**src/hw/rtl/cavr_pkg.sv**
```systemverilog
package cavr_pkg;

  localparam int FRAC_BITS_DEF = 16;
  localparam int FRAC_MIN      = 8;

  localparam int SH_W  = 64 - FRAC_MIN;
  localparam int POS_W = SH_W + 2;

  localparam int QBITS      = 41;
  localparam int DIV_STEPS  = 4;
  localparam int DIV_STAGES = (QBITS + DIV_STEPS - 1) / DIV_STEPS;
  localparam int DIV_LAST   = QBITS - DIV_STEPS * (DIV_STAGES - 1);

  localparam logic [QBITS-1:0] Q_CAP = QBITS'(1) << (QBITS - 1);

  localparam logic [30:0] MAX_SPEED_RST = 31'h7fff_ffff;
  localparam logic [30:0] ACCEL_RST     = 31'd65536;

  typedef enum logic {
    REG_MAX_SPEED = 1'b0,
    REG_ACCEL     = 1'b1
  } cfg_reg_t;

  typedef struct packed {
    logic signed [31:0]     x0;
    logic signed [31:0]     v0c;
    logic signed [31:0]     v1c;
    logic                   neg;
    logic                   nz;
    logic                   ramp;
    logic [31:0]            dv;
    logic signed [SH_W-1:0] v0t;
    logic signed [SH_W-1:0] v1t;
    logic [SH_W-1:0]        half;
  } cavr_ctx_t;

  typedef struct packed {
    logic             vld;
    cavr_ctx_t        ctx;
    logic             ovf;
    logic [31:0]      rem;
    logic [QBITS-1:0] num;
    logic [QBITS-1:0] quo;
  } cavr_div_t;

  function automatic logic signed [31:0] clamp_vel(logic signed [31:0] v, logic [30:0] lim);
    logic signed [32:0] l;
    logic signed [32:0] v33;
    l   = $signed({2'b00, lim});
    v33 = $signed({v[31], v});
    if (v33 > l) begin
      clamp_vel = l[31:0];
    end else if (v33 < -l) begin
      clamp_vel = 32'(-l);
    end else begin
      clamp_vel = v;
    end
  endfunction

  function automatic logic signed [31:0] sat32(logic signed [POS_W-1:0] x);
    logic signed [POS_W-1:0] hi;
    logic signed [POS_W-1:0] lo;
    hi = POS_W'(32'sh7fff_ffff);
    lo = -hi - POS_W'(1);
    if (x > hi) begin
      sat32 = 32'sh7fff_ffff;
    end else if (x < lo) begin
      sat32 = 32'sh8000_0000;
    end else begin
      sat32 = x[31:0];
    end
  endfunction

endpackage

```
**src/hw/rtl/cavr_div_stage.sv**
```systemverilog
module cavr_div_stage #(
  parameter int STEPS = cavr_pkg::DIV_STEPS
) (
  input  logic                clk,
  input  logic                rst,
  input  logic                en,
  input  logic [30:0]         accel,
  input  cavr_pkg::cavr_div_t din,
  output cavr_pkg::cavr_div_t dout
);
  import cavr_pkg::*;

  logic [31:0]      dvsr;
  logic [31:0]      r;
  logic [32:0]      r33;
  logic [QBITS-1:0] n;
  logic [QBITS-1:0] q;

  assign dvsr = {accel, 1'b0};

  always_comb begin
    r = din.rem;
    n = din.num;
    q = din.quo;
    r33 = '0;
    for (int k = 0; k < STEPS; k++) begin
      r33 = {r, n[QBITS-1]};
      n   = n << 1;
      if (r33 >= {1'b0, dvsr}) begin
        r = 32'(r33 - {1'b0, dvsr});
        q = {q[QBITS-2:0], 1'b1};
      end else begin
        r = r33[31:0];
        q = {q[QBITS-2:0], 1'b0};
      end
    end
  end

  always_ff @(posedge clk) begin
    if (rst) begin
      dout.vld <= 1'b0;
    end else if (en) begin
      dout.vld <= din.vld;
    end
    if (en) begin
      dout.ctx <= din.ctx;
      dout.ovf <= din.ovf;
      dout.rem <= r;
      dout.num <= n;
      dout.quo <= q;
    end
  end

endmodule

```
**config.mk**
```make
export PLATFORM = sky130hd
export DESIGN_NAME = cavr_div_stage
export DESIGN_NICKNAME = d
export VERILOG_FILES = /design/src/hw/rtl/cavr_pkg.sv /design/src/hw/rtl/cavr_div_stage.sv
export SDC_FILE = /design/constraint.sdc
export NUM_CORES = 1
export LEC_CHECK = 0
export BUFFER_PORTS_ARGS = -buffer_cell sky130_fd_sc_hd__buf_4
export CAP_MARGIN = 20
export CORE_AREA = 5 5 333 335
export DETAILED_ROUTE_END_ITERATION = 8
export DIE_AREA = 0 0 338 340
export GPL_TIMING_DRIVEN = 0
export HOLD_SLACK_MARGIN = 0.06
export MAX_ROUTING_LAYER = met4
export PLACE_DENSITY = 0.41
export RECOVER_POWER = 100
export SYNTH_ARGS = -nofsm -noshare
export SYNTH_HDL_FRONTEND = slang
export SYNTH_SLANG_ARGS = --single-unit
```
**constraint.sdc**
```tcl
create_clock -name clk -period 12.8 [get_ports clk]
set_input_delay 2.56 -clock clk [delete_from_list [all_inputs] [get_ports clk]]
set_output_delay 2.56 -clock clk [all_outputs]
set_load 0.005 [all_outputs]
```
==> summary.json <==
{
  "finish": {
    "max_flop_register": "dout",
    "areaGrowthSynthToFinish_pct": 54.9,
    "layout.cells.most_common_list": "424 x clkbuf_4, 410 x edfxtp_1, 382 x clkbuf_1",
    "fin_area_mm2": 0.0317,
    "finalNonFillerCells": 4072,
    "largest_register_ff_count": 411,
    "layout.cells.most_common": "clkbuf_4",
    "biggest_registers_after_layout": "dout: 411 flops",
    "nNetsFinal": 3152,
    "ratio_of_cells_with_drive_above_1_in_the_final_layout": 0.375
  },
  "timing": {
    "slew_limit_headroom": -3.49,
    "fmax_mhz": 76.5,
    "report.final.hold_viol_count": 0,
    "worst_slack_ps": -264,
    "clock_skew_ps": 0,
    "slew_viol_final": 210,
    "grt_setup_unrepaired": "yes",
    "timing.final.crit_period_ps": 13060,
    "worst_pin_slew_ps": 6730,
    "finalSetupViolations": 28,
    "layout_worst_path_cycle_share": 1.02,
    "totalNegativeSetupSlack_ps": -4430
  },
  "global_route": {
    "grt_antenna_before_repair": 76,
    "grt_start_max_net_pins": 113,
    "vias_in_the_first_global_route": 18200,
    "globalRouteOverflowTotal": 0,
    "grt_util_all_layers": 0.224,
    "grt_pass1_wl_um": 168000
  },
  "setup_path": {
    "critical_path.startpoint": "din[82]",
    "path_common_cell": "buf_12",
    "critical_path.slowest_cell": "a221o_2",
    "critical_path_class": "input pin to register",
    "required_ps": 13150,
    "start_kind": "input pin",
    "r2r_start": "dout[414]",
    "critical_path.max_stage_delay_ps": 470,
    "worst-endpoint-arrival_ps": 13410,
    "cp-end-kind": "register",
    "critPathMaxFanout": 8
  },
  "hold_path": {
    "hold_path_class": "register to register",
    "hold_start": "dout[414]"
  },
  "job": {
    "maxCapViolCount": 2
  },
  "routing": {
    "drt_pre_antenna_iters": 5,
    "route.detailed.wl_per_inst_um": 32.2,
    "drtAntennaViolNets": 0,
    "drt-vias-per-instance": 4.44,
    "dr.first_iter.drc_count": 1168,
    "drt_drc_violations_left": 0,
    "detail_route.wirelength_um": 131000,
    "detailed_route_via_count": 18100
  },
  "yosys": {
    "synth_top_flop_cell": "edfxtp_1",
    "synth_warnings": 0,
    "synthesis.area_mm2": 0.0205,
    "synth_edf_count": 410,
    "synth_seq_cells": 411,
    "yosys.cell_types.count": 77,
    "synthDominantCellAreaShare": 0.601,
    "post_synth_main_area_contributors": "edfxtp_1 60%, ha_1 7.6%, mux2_2 3.4%, xnor2_1 3.1%, a21oi_1 2.8%",
    "average_cell_area_after_synthesis_um2": 13.1,
    "async_flop_share": 0,
    "cells_after_synthesis": 1565,
    "synthDominantAreaCellType": "edfxtp_1",
    "synth.yosys.seq_area_share": 0.602
  },
  "die": {
    "start_util": 0.190,
    "die-height_um": 340,
    "die-area_mm2": 0.115,
    "placementRows": 121,
    "floorplan.die.width_um": 338,
    "io-pin-count": 864,
    "core_area_mm2": 0.108
  },
  "clock_network": {
    "clock_tree_from_tritoncts": "done",
    "cts-root-buf": "clkbuf_16",
    "htreeDepth": 2,
    "numCtsBuffers": 53,
    "clock_sink_count": 411,
    "clk_path_buf_depth": 3,
    "cts.clk_slew.worst_paths_ps": 50,
    "cts_hold_buffers": 0,
    "worstSkewPairLatency_ps": 640
  },
  "power_and_ir_drop": {
    "leakage_component_of_the_power_nw": 12.3,
    "ir_worst_vdd_mv": 0.142,
    "p_total_mw": 8.01,
    "power.density_mw_per_mm2": 253
  },
  "placement": {
    "detailed_place_hpwl_um": 110000,
    "place_congestion": 0.914,
    "port_buffers": 855,
    "dp.cells": 3841,
    "postPlaceCellArea_mm2": 0.0289,
    "dp_slack_ps": -4400
  },
  "outcome": {
    "violated_checks": "max-capacitance violations, max-slew violations, negative setup slack",
    "status": "finished, violations left"
  }
}
-- cell usage after synthesis (7+ instances only) --
cell type    n
mux2_4       8
nor2b_1     14
a21o_1      45
o21ai_0     64
buf_2        8
o211ai_1    10
a211o_1     10
clkbuf_1    24
nand2_1     93
nand3_1     24
mux2i_1     23
o21a_1      28
o31ai_1      7
xnor2_1     72
edfxtp_1   410
nand4_1     24
nor3_1      28
nor2_1      95
a211oi_1    10
a21oi_1    116
inv_1       79
mux2_2      62
nor4_1       8
ha_1       124
nand2b_1     7
or2_2        8
and3_1       9
o21bai_1    10
xor2_1      31
a31oi_1     15
-- logic make-up (layout without fill, tap and decap cells) --
logic type,after synthesis,after routing,share of synthesized area
muxes,93,93,0.0512
AOI/OAI and AO/OA,375,375,0.122
and+or+nand+nor,331,331,0.0760
adders and majority gates,128,128,0.0797
other,1,43,0.000183
buffers and inverters,123,1174,0.0247
DFF,411,411,0.602
xor gates and xnor gates,103,103,0.0441
-- metal layers --
metal | GRT usage | wire length, um | vias to the layer above
li1 | - | - | 8038
met1 | 0.254 | 51700 | 9064
met2 | 0.364 | 60800 | 767
met3 | 0.0929 | 13100 | 198
met4 | 0.0643 | 5580 | 0
met5 | - | 0 | -
-- what timing repair did --
| action | 4_1_cts | 5_1_grt |
|---|---|---|
| gates resized for setup | 221 | 113 |
| endpoints found under the setup margin | 32 | 32 |
| buffers inserted | 75 | 36 |
| gates cloned | 2 | 0 |
| pin swaps | 55 | 65 |
-- final cells by class --
cell class | count | area (um2)
well taps | 1414 | 1770
inverters | 82 | 383
clock buffers | 66 | 1380
clock inverters | 33 | 368
multi-input cells | 1034 | 9040
fillers | 11300 | 76100
flip-flops and latches | 411 | 12300
repair buffers | 968 | 6020
diodes | 39 | 97.6
plain buffers | 25 | 343
-- power breakdown --
group	switching, mW	internal (mW)
Clock	0.641	0.887
Combinational	2.49	2.18
Sequential	0.0478	1.77
-- critical path, delay by kind of cell --
kind / cells / cell delay, ps
AOI/OAI and AO/OA: 23 / 5510
adders and majority gates: 5 / 1100
buffers and inverters: 14 / 1570
muxes: 5 / 1420
and+or+nand+nor: 9 / 1160
-- per-stage QoR --
step                      utilization  hold WS [ps]
after global routing            0.294           553
after floorplan                     -           485
final                           0.294           509
after global placement          0.267           505
after CTS                       0.299           524
after detailed placement        0.268           505
-- final timing paths --
path	endpoint	slack [ps]	cells past startpoint
worst max-delay path	dout[106]	-260	56
worst min-delay path	dout[414]	510	2
worst max register to register	dout[414]	12090	2
worst min register to register	dout[414]	510	2
Power figures use the tool's default switching activity.
