===== src/hw/rtl/cavr_pkg.sv =====
package cavr_pkg;

  localparam int FRAC_BITS_DEF = 16;
  localparam int FRAC_MIN      = 8;

  localparam int SH_W  = 64 - FRAC_MIN;
  localparam int POS_W = SH_W + 2;

  localparam int QBITS      = 41;
  localparam int DIV_STEPS  = 4;
  localparam int DIV_STAGES = (QBITS + DIV_STEPS - 1) / DIV_STEPS;
  localparam int DIV_LAST   = QBITS - DIV_STEPS * (DIV_STAGES - 1);

  localparam logic [QBITS-1:0] Q_CAP = QBITS'(1) << (QBITS - 1);

  localparam logic [30:0] MAX_SPEED_RST = 31'h7fff_ffff;
  localparam logic [30:0] ACCEL_RST     = 31'd65536;

  typedef enum logic {
    REG_MAX_SPEED = 1'b0,
    REG_ACCEL     = 1'b1
  } cfg_reg_t;

  typedef struct packed {
    logic signed [31:0]     x0;
    logic signed [31:0]     v0c;
    logic signed [31:0]     v1c;
    logic                   neg;
    logic                   nz;
    logic                   ramp;
    logic [31:0]            dv;
    logic signed [SH_W-1:0] v0t;
    logic signed [SH_W-1:0] v1t;
    logic [SH_W-1:0]        half;
  } cavr_ctx_t;

  typedef struct packed {
    logic             vld;
    cavr_ctx_t        ctx;
    logic             ovf;
    logic [31:0]      rem;
    logic [QBITS-1:0] num;
    logic [QBITS-1:0] quo;
  } cavr_div_t;

  function automatic logic signed [31:0] clamp_vel(logic signed [31:0] v, logic [30:0] lim);
    logic signed [32:0] l;
    logic signed [32:0] v33;
    l   = $signed({2'b00, lim});
    v33 = $signed({v[31], v});
    if (v33 > l) begin
      clamp_vel = l[31:0];
    end else if (v33 < -l) begin
      clamp_vel = 32'(-l);
    end else begin
      clamp_vel = v;
    end
  endfunction

  function automatic logic signed [31:0] sat32(logic signed [POS_W-1:0] x);
    logic signed [POS_W-1:0] hi;
    logic signed [POS_W-1:0] lo;
    hi = POS_W'(32'sh7fff_ffff);
    lo = -hi - POS_W'(1);
    if (x > hi) begin
      sat32 = 32'sh7fff_ffff;
    end else if (x < lo) begin
      sat32 = 32'sh8000_0000;
    end else begin
      sat32 = x[31:0];
    end
  endfunction

endpackage


===== src/hw/rtl/cavr_back.sv =====
module cavr_back (
  input  logic                clk,
  input  logic                rst,
  input  logic                en,
  input  cavr_pkg::cavr_div_t din,
  output logic                out_vld,
  output logic signed [31:0]  pos_out,
  output logic signed [31:0]  vel_out
);
  import cavr_pkg::*;

  logic                    e1_vld;
  logic signed [31:0]      e1_x0;
  logic signed [POS_W-1:0] e1_vsh, e1_term;
  logic signed [33:0]      e1_vel;
  logic                    e2_vld;
  logic signed [POS_W-1:0] e2_pos;
  logic signed [33:0]      e2_vel;

  logic [QBITS-1:0]        qf;
  logic signed [POS_W-1:0] qv, hv, term, vsh;
  logic signed [33:0]      dv34, vel;
  cavr_ctx_t               c;

  assign c    = din.ctx;
  assign qf   = (din.ovf || din.quo > Q_CAP) ? Q_CAP : din.quo;
  assign qv   = $signed(POS_W'(qf));
  assign hv   = $signed(POS_W'(c.half));
  assign dv34 = $signed({2'b00, c.dv});

  always_comb begin
    if (!c.nz) begin
      term = '0;
    end else if (c.ramp) begin
      term = c.neg ? -hv : hv;
    end else begin
      term = c.neg ? qv : -qv;
    end
    vsh = c.ramp ? POS_W'(c.v0t) : POS_W'(c.v1t);
    if (!c.ramp) begin
      vel = 34'(c.v1c);
    end else if (!c.nz) begin
      vel = 34'(c.v0c);
    end else begin
      vel = 34'(c.v0c) + (c.neg ? -dv34 : dv34);
    end
  end

  always_ff @(posedge clk) begin
    if (rst) begin
      e1_vld  <= 1'b0;
      e2_vld  <= 1'b0;
      out_vld <= 1'b0;
    end else if (en) begin
      e1_vld  <= din.vld;
      e2_vld  <= e1_vld;
      out_vld <= e2_vld;
    end
    if (en) begin
      e1_x0   <= c.x0;
      e1_vsh  <= vsh;
      e1_term <= term;
      e1_vel  <= vel;
      e2_pos  <= POS_W'(e1_x0) + e1_vsh + e1_term;
      e2_vel  <= e1_vel;
      pos_out <= sat32(e2_pos);
      vel_out <= sat32(POS_W'(e2_vel));
    end
  end

endmodule


===== config.mk =====
export PLATFORM = sky130hd
export DESIGN_NAME = cavr_back
export DESIGN_NICKNAME = d
export VERILOG_FILES = /design/src/hw/rtl/cavr_pkg.sv /design/src/hw/rtl/cavr_back.sv
export SDC_FILE = /design/constraint.sdc
export NUM_CORES = 1
export LEC_CHECK = 0
export ABC_AREA = 0
export CAP_MARGIN = 0
export CORE_MARGIN = 5
export CORE_UTILIZATION = 40
export CTS_BUF_LIST = sky130_fd_sc_hd__clkbuf_4
export CTS_CLUSTER_SIZE = 30
export DETAILED_ROUTE_END_ITERATION = 8
export DONT_BUFFER_PORTS = 1
export SYNTH_ARGS = -nofsm -noshare
export SYNTH_HDL_FRONTEND = slang
export SYNTH_SLANG_ARGS = --single-unit

===== constraint.sdc =====
create_clock -name clk -period 8.5 [get_ports clk]
set_clock_uncertainty 0.15 [all_clocks]
set_input_delay 0.425 -clock clk [delete_from_list [all_inputs] [get_ports clk]]
set_output_delay 0.425 -clock clk [all_outputs]
set_load 0.02 [all_outputs]

==> results of run 1 <==
==> state kept, by name, indices dropped and copies added, names as in the netlist <==
name / cells
e1_term: 58
e1_vld: 1
out_vld: 1
vel_out: 32
pos_out: 32
e1_x0: 32
e2_pos: 58
e1_vel: 34
e1_vsh: 56
e2_vel: 34
e2_vld: 1
==> logic make-up after synthesis <==
group	count (synthesis)
AND/OR/NAND/NOR	694
AO/OA/AOI/OAI	553
XOR/XNOR	160
flip-flops	339
buffers and inverters	140
adder cells (fa/ha/maj)	152
multiplexers	78
==> cell usage in the layout (no fill, tap or decap), drive strengths merged, types with 25 or more instances in the layout <==
cell type / netlist / final
nor2: 231 / 231
a31oi: 25 / 25
nand3: 42 / 42
a21oi: 164 / 164
xor2: 72 / 72
clkinv: 1 / 31
mux2: 57 / 57
inv: 45 / 46
nand2: 207 / 207
edfxtp: 336 / 336
nor3: 49 / 49
clkbuf: 77 / 129
a21o: 48 / 48
o21ai: 112 / 112
ha: 93 / 93
fa: 59 / 59
dlygate4sd3: 0 / 355
nand4: 28 / 28
xnor2: 88 / 88
o31ai: 35 / 35
nor4: 27 / 27
==> per-stage QoR <==
| step | power (mW) | util |
|---|---|---|
| final | 5.805 | 0.5039 |
| after global routing | 6.186 | 0.5038 |
| after CTS | 5.838 | 0.5032 |
| after detailed placement | 4.119 | 0.4153 |
| after global placement | 4.093 | 0.4153 |
| after floorplan | 3.723 | - |
==> where the power goes <==
group | switching [mW] | total [mW] | leakage [nW] | internal [mW]
clock | 0.695 | 1.46 | 0.685 | 0.762
sequential | 0.218 | 2.48 | 3.30 | 2.26
combinational | 1.04 | 1.87 | 6.36 | 0.826
total | 1.96 | 5.81 | 10.3 | 3.85
==> layout make-up <==
cell class	instances	share of cell area
Timing Repair Buffer	371	0.1362
Clock inverter	35	0.007271
Tap cell	748	0.03378
Sequential cell	339	0.3663
Antenna cell	4	0.0003613
Multi-Input combinational cell	1637	0.4148
Clock buffer	129	0.03495
Inverter	46	0.006232
==> worst paths after layout <==
| kind | cells past startpoint | slack [ns] | startpoint | to |
|---|---|---|---|---|
| setup / recovery | 20 | 2.45 | din[36] | e1_term[22] |
| hold / removal | 1 | 0.06 | en | e1_term[40] |
| setup reg to reg | 12 | 3.31 | e1_x0[31] | e2_pos[52] |
| hold reg to reg | 0 | 0.26 | e1_vel[1] | e2_vel[1] |
==> critical path: cells and delay by family <==
kind	cells	cell delay [ns]
buffers and inverters	6	2.95
AND/OR/NAND/NOR	8	1.70
AO/OA/AOI/OAI	5	1.12
adder cells (fa/ha/maj)	1	0.22
==> timing repair <==
action                                 4_1_cts  5_1_grt
hold buffers                               359        0
endpoints found under the hold margin      519        0
resized for setup                            0        0
==> metal layers <==
layer,track usage,up-vias,part of all wire
met5,0,-,0
met4,0.07991,0,0.034
met3,0.08935,159,0.10
met2,0.4003,784,0.48
met1,0.2841,9040,0.38
li1,-,8729,-
==> impl_metrics.env, run 1 <==
export IMPL_maxCapViolations=0
export IMPL_setup_ws_ns=2.447
export IMPL_firstDrtPassIters=6
export IMPL_drc=0
export IMPL_drive_above_1_share=0.09738
export IMPL_required_ns=8.90
export IMPL_dp_cells=2781
export IMPL_dpl_instance_area_um2=22830
export IMPL_vias=18712
export IMPL_status="finished, final reports clean"
export IMPL_seq_area_um2=10150
export IMPL_grt_pass1_vias=19086
export IMPL_synthSimpleGateAreaFrac=0.1465
export IMPL_ioPinCount=483
export IMPL_endpoint_kind="flip-flop"
export IMPL_post_route_min_period_ns=6.053
export IMPL_synthCells=2116
export IMPL_synthTopCellsByCount="edfxtp_1 (336), nor2_1 (230), nand2_1 (207)"
export IMPL_slew_viol_final=0
export IMPL_clk_path_buf_depth=3
export IMPL_cp_max_fo=48
export IMPL_grt_max_degree=338
export IMPL_cts_made_buffers=92
export IMPL_hpwl_um=50730
export IMPL_syn_area_per_cell_um2=10.48
export IMPL_first_iter_violations=1458
export IMPL_core_area_um2=54990
export IMPL_antenna_found_initial=4
export IMPL_clk_pin_slew_worst_paths_ns=0.06
export IMPL_h_tree_depth=3
export IMPL_rows=86
export IMPL_multiInputGateArea_um2=11490
export IMPL_syn2layout_area_growth_pct=24.97
export IMPL_p_leak_nw=10.34
export IMPL_seq_area_frac_synth=0.4578
export IMPL_grtUsageTotal=0.2385
export IMPL_max_stage_delay_ns=0.71
export IMPL_grt_pass1_wl_um=111000
export IMPL_clock_latency_ns=0.84
export IMPL_async_flop_share=0
export IMPL_wl_per_cell_um=22.48
export IMPL_irDropWorstVdd_mv=0.1403
export IMPL_ys_flop_type="edfxtp_1"
export IMPL_nFillCells=4867
export IMPL_worst_pin_slew_ns=1.048
export IMPL_yosysMostFrequentCell="edfxtp_1"
export IMPL_postCtsSetupRepairBufs=0
export IMPL_synth_area_leaders="edfxtp_1 (46%), fa_1 (5.3%), ha_1 (5.2%), nor2_1 (3.9%), a21oi_1 (3.7%)"
export IMPL_setup_tns_ns=0
export IMPL_gp_congestion=0.9524
export IMPL_cpMostUsedCell="dlygate4sd3_1"
export IMPL_final_hold_violation_count=0
export IMPL_synth_adder_area_share=0.1058
export IMPL_clock_sinks=339
export IMPL_synth_top_area_share=0.4551
export IMPL_synth_edf_count=336
export IMPL_power_density_nw_per_um2=209.5
export IMPL_hp_class="in2reg"
export IMPL_setup_violations=0
export IMPL_die_y_um=245.4
export IMPL_cts_root_buffer="clkbuf_4"
export IMPL_cpMaxStageDelayCell="nor4_1"
export IMPL_syn_cell_area_um2=22170
export IMPL_finalCritPeriodShare=0.7121
export IMPL_die_w_um=245.4
export IMPL_worstPathCellList="dlygate4sd3_1 -> nor2_1 -> nand2_1 -> nor4_1 -> a41oi_4 -> nor2_4 -> buf_4 -> nand2_1 -> ha_1 -> buf_4 -> nand3_1 -> nor4_1 -> o31ai_1 -> o21ai_0 -> a31oi_1 -> dlygate4sd3_1 -> o21ai_0 -> dlygate4sd3_1 -> and3_1 -> dlygate4sd3_1"
export IMPL_slew_headroom=0.3011
export IMPL_die_area_um2=60230
export IMPL_synthMuxAreaShare=0.03843
export IMPL_pre_cts_ws_ns=2.701
export IMPL_cts_tree="done"
export IMPL_synth_top_cell_by_area="edfxtp_1"
export IMPL_antenna_left=0
export IMPL_cp_start_kind="primary input"
export IMPL_synth_xor_area_frac=0.06321
export IMPL_wl_um=74400
export IMPL_yosysUniqueCellTypes=86
export IMPL_vias_per_cell=5.655
export IMPL_synth_top_family_by_area="compound AO/OA/AOI/OAI gates"
export IMPL_fmax_ghz=0.1652
export IMPL_place_port_buffers=0
export IMPL_fin_area_um2=27710
export IMPL_fin_cells=3309
export IMPL_yosysWarnings=0
export IMPL_syn_nets=2686
export IMPL_hold_ws_ns=0.05920
export IMPL_ys_ff_latch=339
export IMPL_final_nets=3057
export IMPL_overflow=0
export IMPL_path_class="in2reg"
export IMPL_synth_compound_area_frac=0.1634
export IMPL_arrival_ns=6.46
export IMPL_rsz0062_at_grt="false"
export IMPL_start_util=0.4032
No activity file was read; power rests on OpenSTA's default activity.
==> run 2, diff against run 1 <==
clock period = 5.2 ns   (was 8.5 ns; I/O delays follow)
==> run 2 against run 1 <==
  * The run now ends with negative hold slack left
  * Clock power up 68%
  * Wire length up 4.2%
  * Largest cell class unchanged
  * Highest routed layer is now met5
  * Sequential share of layout area down 1.9 points
  * Die area unchanged
==> impl_metrics.env, run 2 (synthesized netlist as in run 1, its figures left out) <==
export IMPL_cp_max_fo=19
export IMPL_reg_top3="e1_term: 58 flops, e2_pos: 58 flops, e1_vsh: 56 flops"
export IMPL_worst_pin_slew_ns=1.176
export IMPL_grt_max_degree=340
export IMPL_final_cell_mix="dlygate4sd3_1 (489), edfxtp_1 (336), nor2_1 (228)"
export IMPL_hpwl_um=51640
export IMPL_cp_start_kind="primary input"
export IMPL_cts_tree="done"
export IMPL_dp_cells=2804
export IMPL_drive_above_1_share=0.1044
export IMPL_fin_area_um2=29250
export IMPL_start_util=0.4032
export IMPL_slew_viol_final=0
export IMPL_min_to="e2_pos[3]"
export IMPL_arrival_ns=5.40
export IMPL_p_leak_nw=11.02
export IMPL_path_class="in2reg"
export IMPL_rsz0062_at_grt="false"
export IMPL_final_nets=3213
export IMPL_reg2reg_to="e2_pos[49]"
export IMPL_first_iter_violations=1700
export IMPL_layout_commonest_cell="dlygate4sd3_1"
export IMPL_postCtsSetupRepairBufs=0
export IMPL_die_area_um2=60230
export IMPL_grt_pass1_vias=19979
export IMPL_cpMostUsedCell="dlygate4sd3_1"
export IMPL_core_area_um2=54990
export IMPL_worstPathCellList="dlygate4sd3_1 -> nor3_1 -> or4b_1 -> nor4_4 -> a41oi_4 -> nor2_4 -> nand2_1 -> ha_1 -> buf_4 -> nand3_2 -> o2bb2ai_2 -> nand4_1 -> dlygate4sd3_1 -> nand2_1 -> dlygate4sd3_1 -> o311a_1 -> dlygate4sd3_1"
export IMPL_violations="negative hold slack"
export IMPL_cpMaxStageDelayCell="dlygate4sd3_1"
export IMPL_reg2reg_slack_ns=0.39
export IMPL_power_density_nw_per_um2=330.6
export IMPL_endpoint_kind="flip-flop"
export IMPL_wl_um=77490
export IMPL_ff2ff_path_depth=15
export IMPL_wl_per_cell_um=22.30
export IMPL_clk_path_buf_depth=3
export IMPL_irDropWorstVdd_mv=0.2709
export IMPL_hp_class="in2reg"
export IMPL_cts_made_buffers=93
export IMPL_dpl_instance_area_um2=23010
export IMPL_clock_latency_ns=0.84
export IMPL_hold_ws_ns=-0.5535
export IMPL_startpoint="din[20]"
export IMPL_clk_pin_slew_worst_paths_ns=0.06
export IMPL_max_stage_delay_ns=0.61
export IMPL_grt_pass1_wl_um=115500
export IMPL_vias=19458
export IMPL_cts_root_buffer="clkbuf_4"
export IMPL_status="finished with violations"
export IMPL_gp_congestion=0.9386
export IMPL_h_tree_depth=3
export IMPL_die_w_um=245.4
export IMPL_min_path_cells=0
export IMPL_grtUsageMet2=0.4231
export IMPL_overflow=0
export IMPL_fmax_ghz=0.1995
export IMPL_die_y_um=245.4
export IMPL_setup_violations=0
export IMPL_antenna_found_initial=15
export IMPL_antenna_left=0
export IMPL_finalCritPeriodShare=0.9639
export IMPL_fin_cells=3475
export IMPL_grtUsageTotal=0.2485
export IMPL_holdBufCountCts=492
export IMPL_r2r_start="e1_x0[1]"
export IMPL_rows=86
export IMPL_final_hold_violation_count=203
export IMPL_post_route_min_period_ns=5.012
export IMPL_min_delay_start="en"
export IMPL_met3_usage=0.09293
export IMPL_use_met1=0.2855
export IMPL_place_port_buffers=0
export IMPL_required_ns=5.59
export IMPL_slew_headroom=0.2162
export IMPL_clock_sinks=339
export IMPL_maxCapViolations=0
export IMPL_firstDrtPassIters=7
export IMPL_busiest_layer="met2"
export IMPL_vias_per_cell=5.599
export IMPL_syn2layout_area_growth_pct=31.94
export IMPL_ioPinCount=483
export IMPL_drc=0
## run 2: power breakdown
part,total [mW],leakage [nW],internal (mW),switching (mW)
Combinational,3.16,7.02,1.45,1.71
Sequential,4.06,3.30,3.69,0.365
Clock,2.45,0.704,1.29,1.16
## run 2: layout make-up
type | count | area (um2)
Antenna cell | 15 | 37.54
Clock buffer | 135 | 1013
Clock inverter | 29 | 177.7
Fill cell | 4785 | 25730
Inverter | 46 | 172.7
Multi-Input combinational cell | 1637 | 11540
Sequential cell | 339 | 10150
Tap cell | 748 | 935.9
Timing Repair Buffer | 526 | 5225
## run 2: what timing repair did
action                                  in CTS  in global routing
endpoints found under the setup margin       0                  6
gates resized for setup                      0                  8
hold endpoints to repair                   519                336
## run 2: worst max path at each step
| stage | endpoint | slack (ns) | cells past startpoint |
|---|---|---|---|
| 2_1_floorplan | e1_vel[27] | 0.21 | 18 |
| 3_3_place_gp | e1_vel[27] | -0.09 | 18 |
| 3_5_place_dp | e1_vel[27] | -0.17 | 18 |
| 4_1_cts | e1_term[30] | 0.12 | 17 |
| 5_1_grt | e1_vel[27] | 0.03 | 19 |
| 6_report | e1_term[30] | 0.19 | 17 |
## run 2: layer usage
layer	routed length, um	vias up	part of all wire
met4	2938	8	0.038
met5	43	-	0.00055
met1	29470	9371	0.38
met2	37610	797	0.49
li1	-	9059	-
met3	7425	223	0.096
## run 2: stage by stage
step,worst slack [ns],power [mW],util,TNS (ns),hold slack [ns]
3_5_place_dp,-0.1707,6.769,0.4184,-0.3201,0.1857
6_report,0.1875,9.669,0.5320,0,-0.5535
3_3_place_gp,-0.09082,6.729,0.4184,-0.09082,0.1838
2_1_floorplan,0.2124,6.086,-,0,0.1824
4_1_cts,0.1203,9.659,0.5305,0,-0.6455
5_1_grt,0.02697,10.27,0.5318,0,-0.6693
## run 2: critical path: cells and delay by family
kind	cells	cell delay, ns
buffers and inverters	5	2.48
adder cells (fa/ha/maj)	1	0.19
AND/OR/NAND/NOR	8	1.72
AO/OA/AOI/OAI	3	0.74
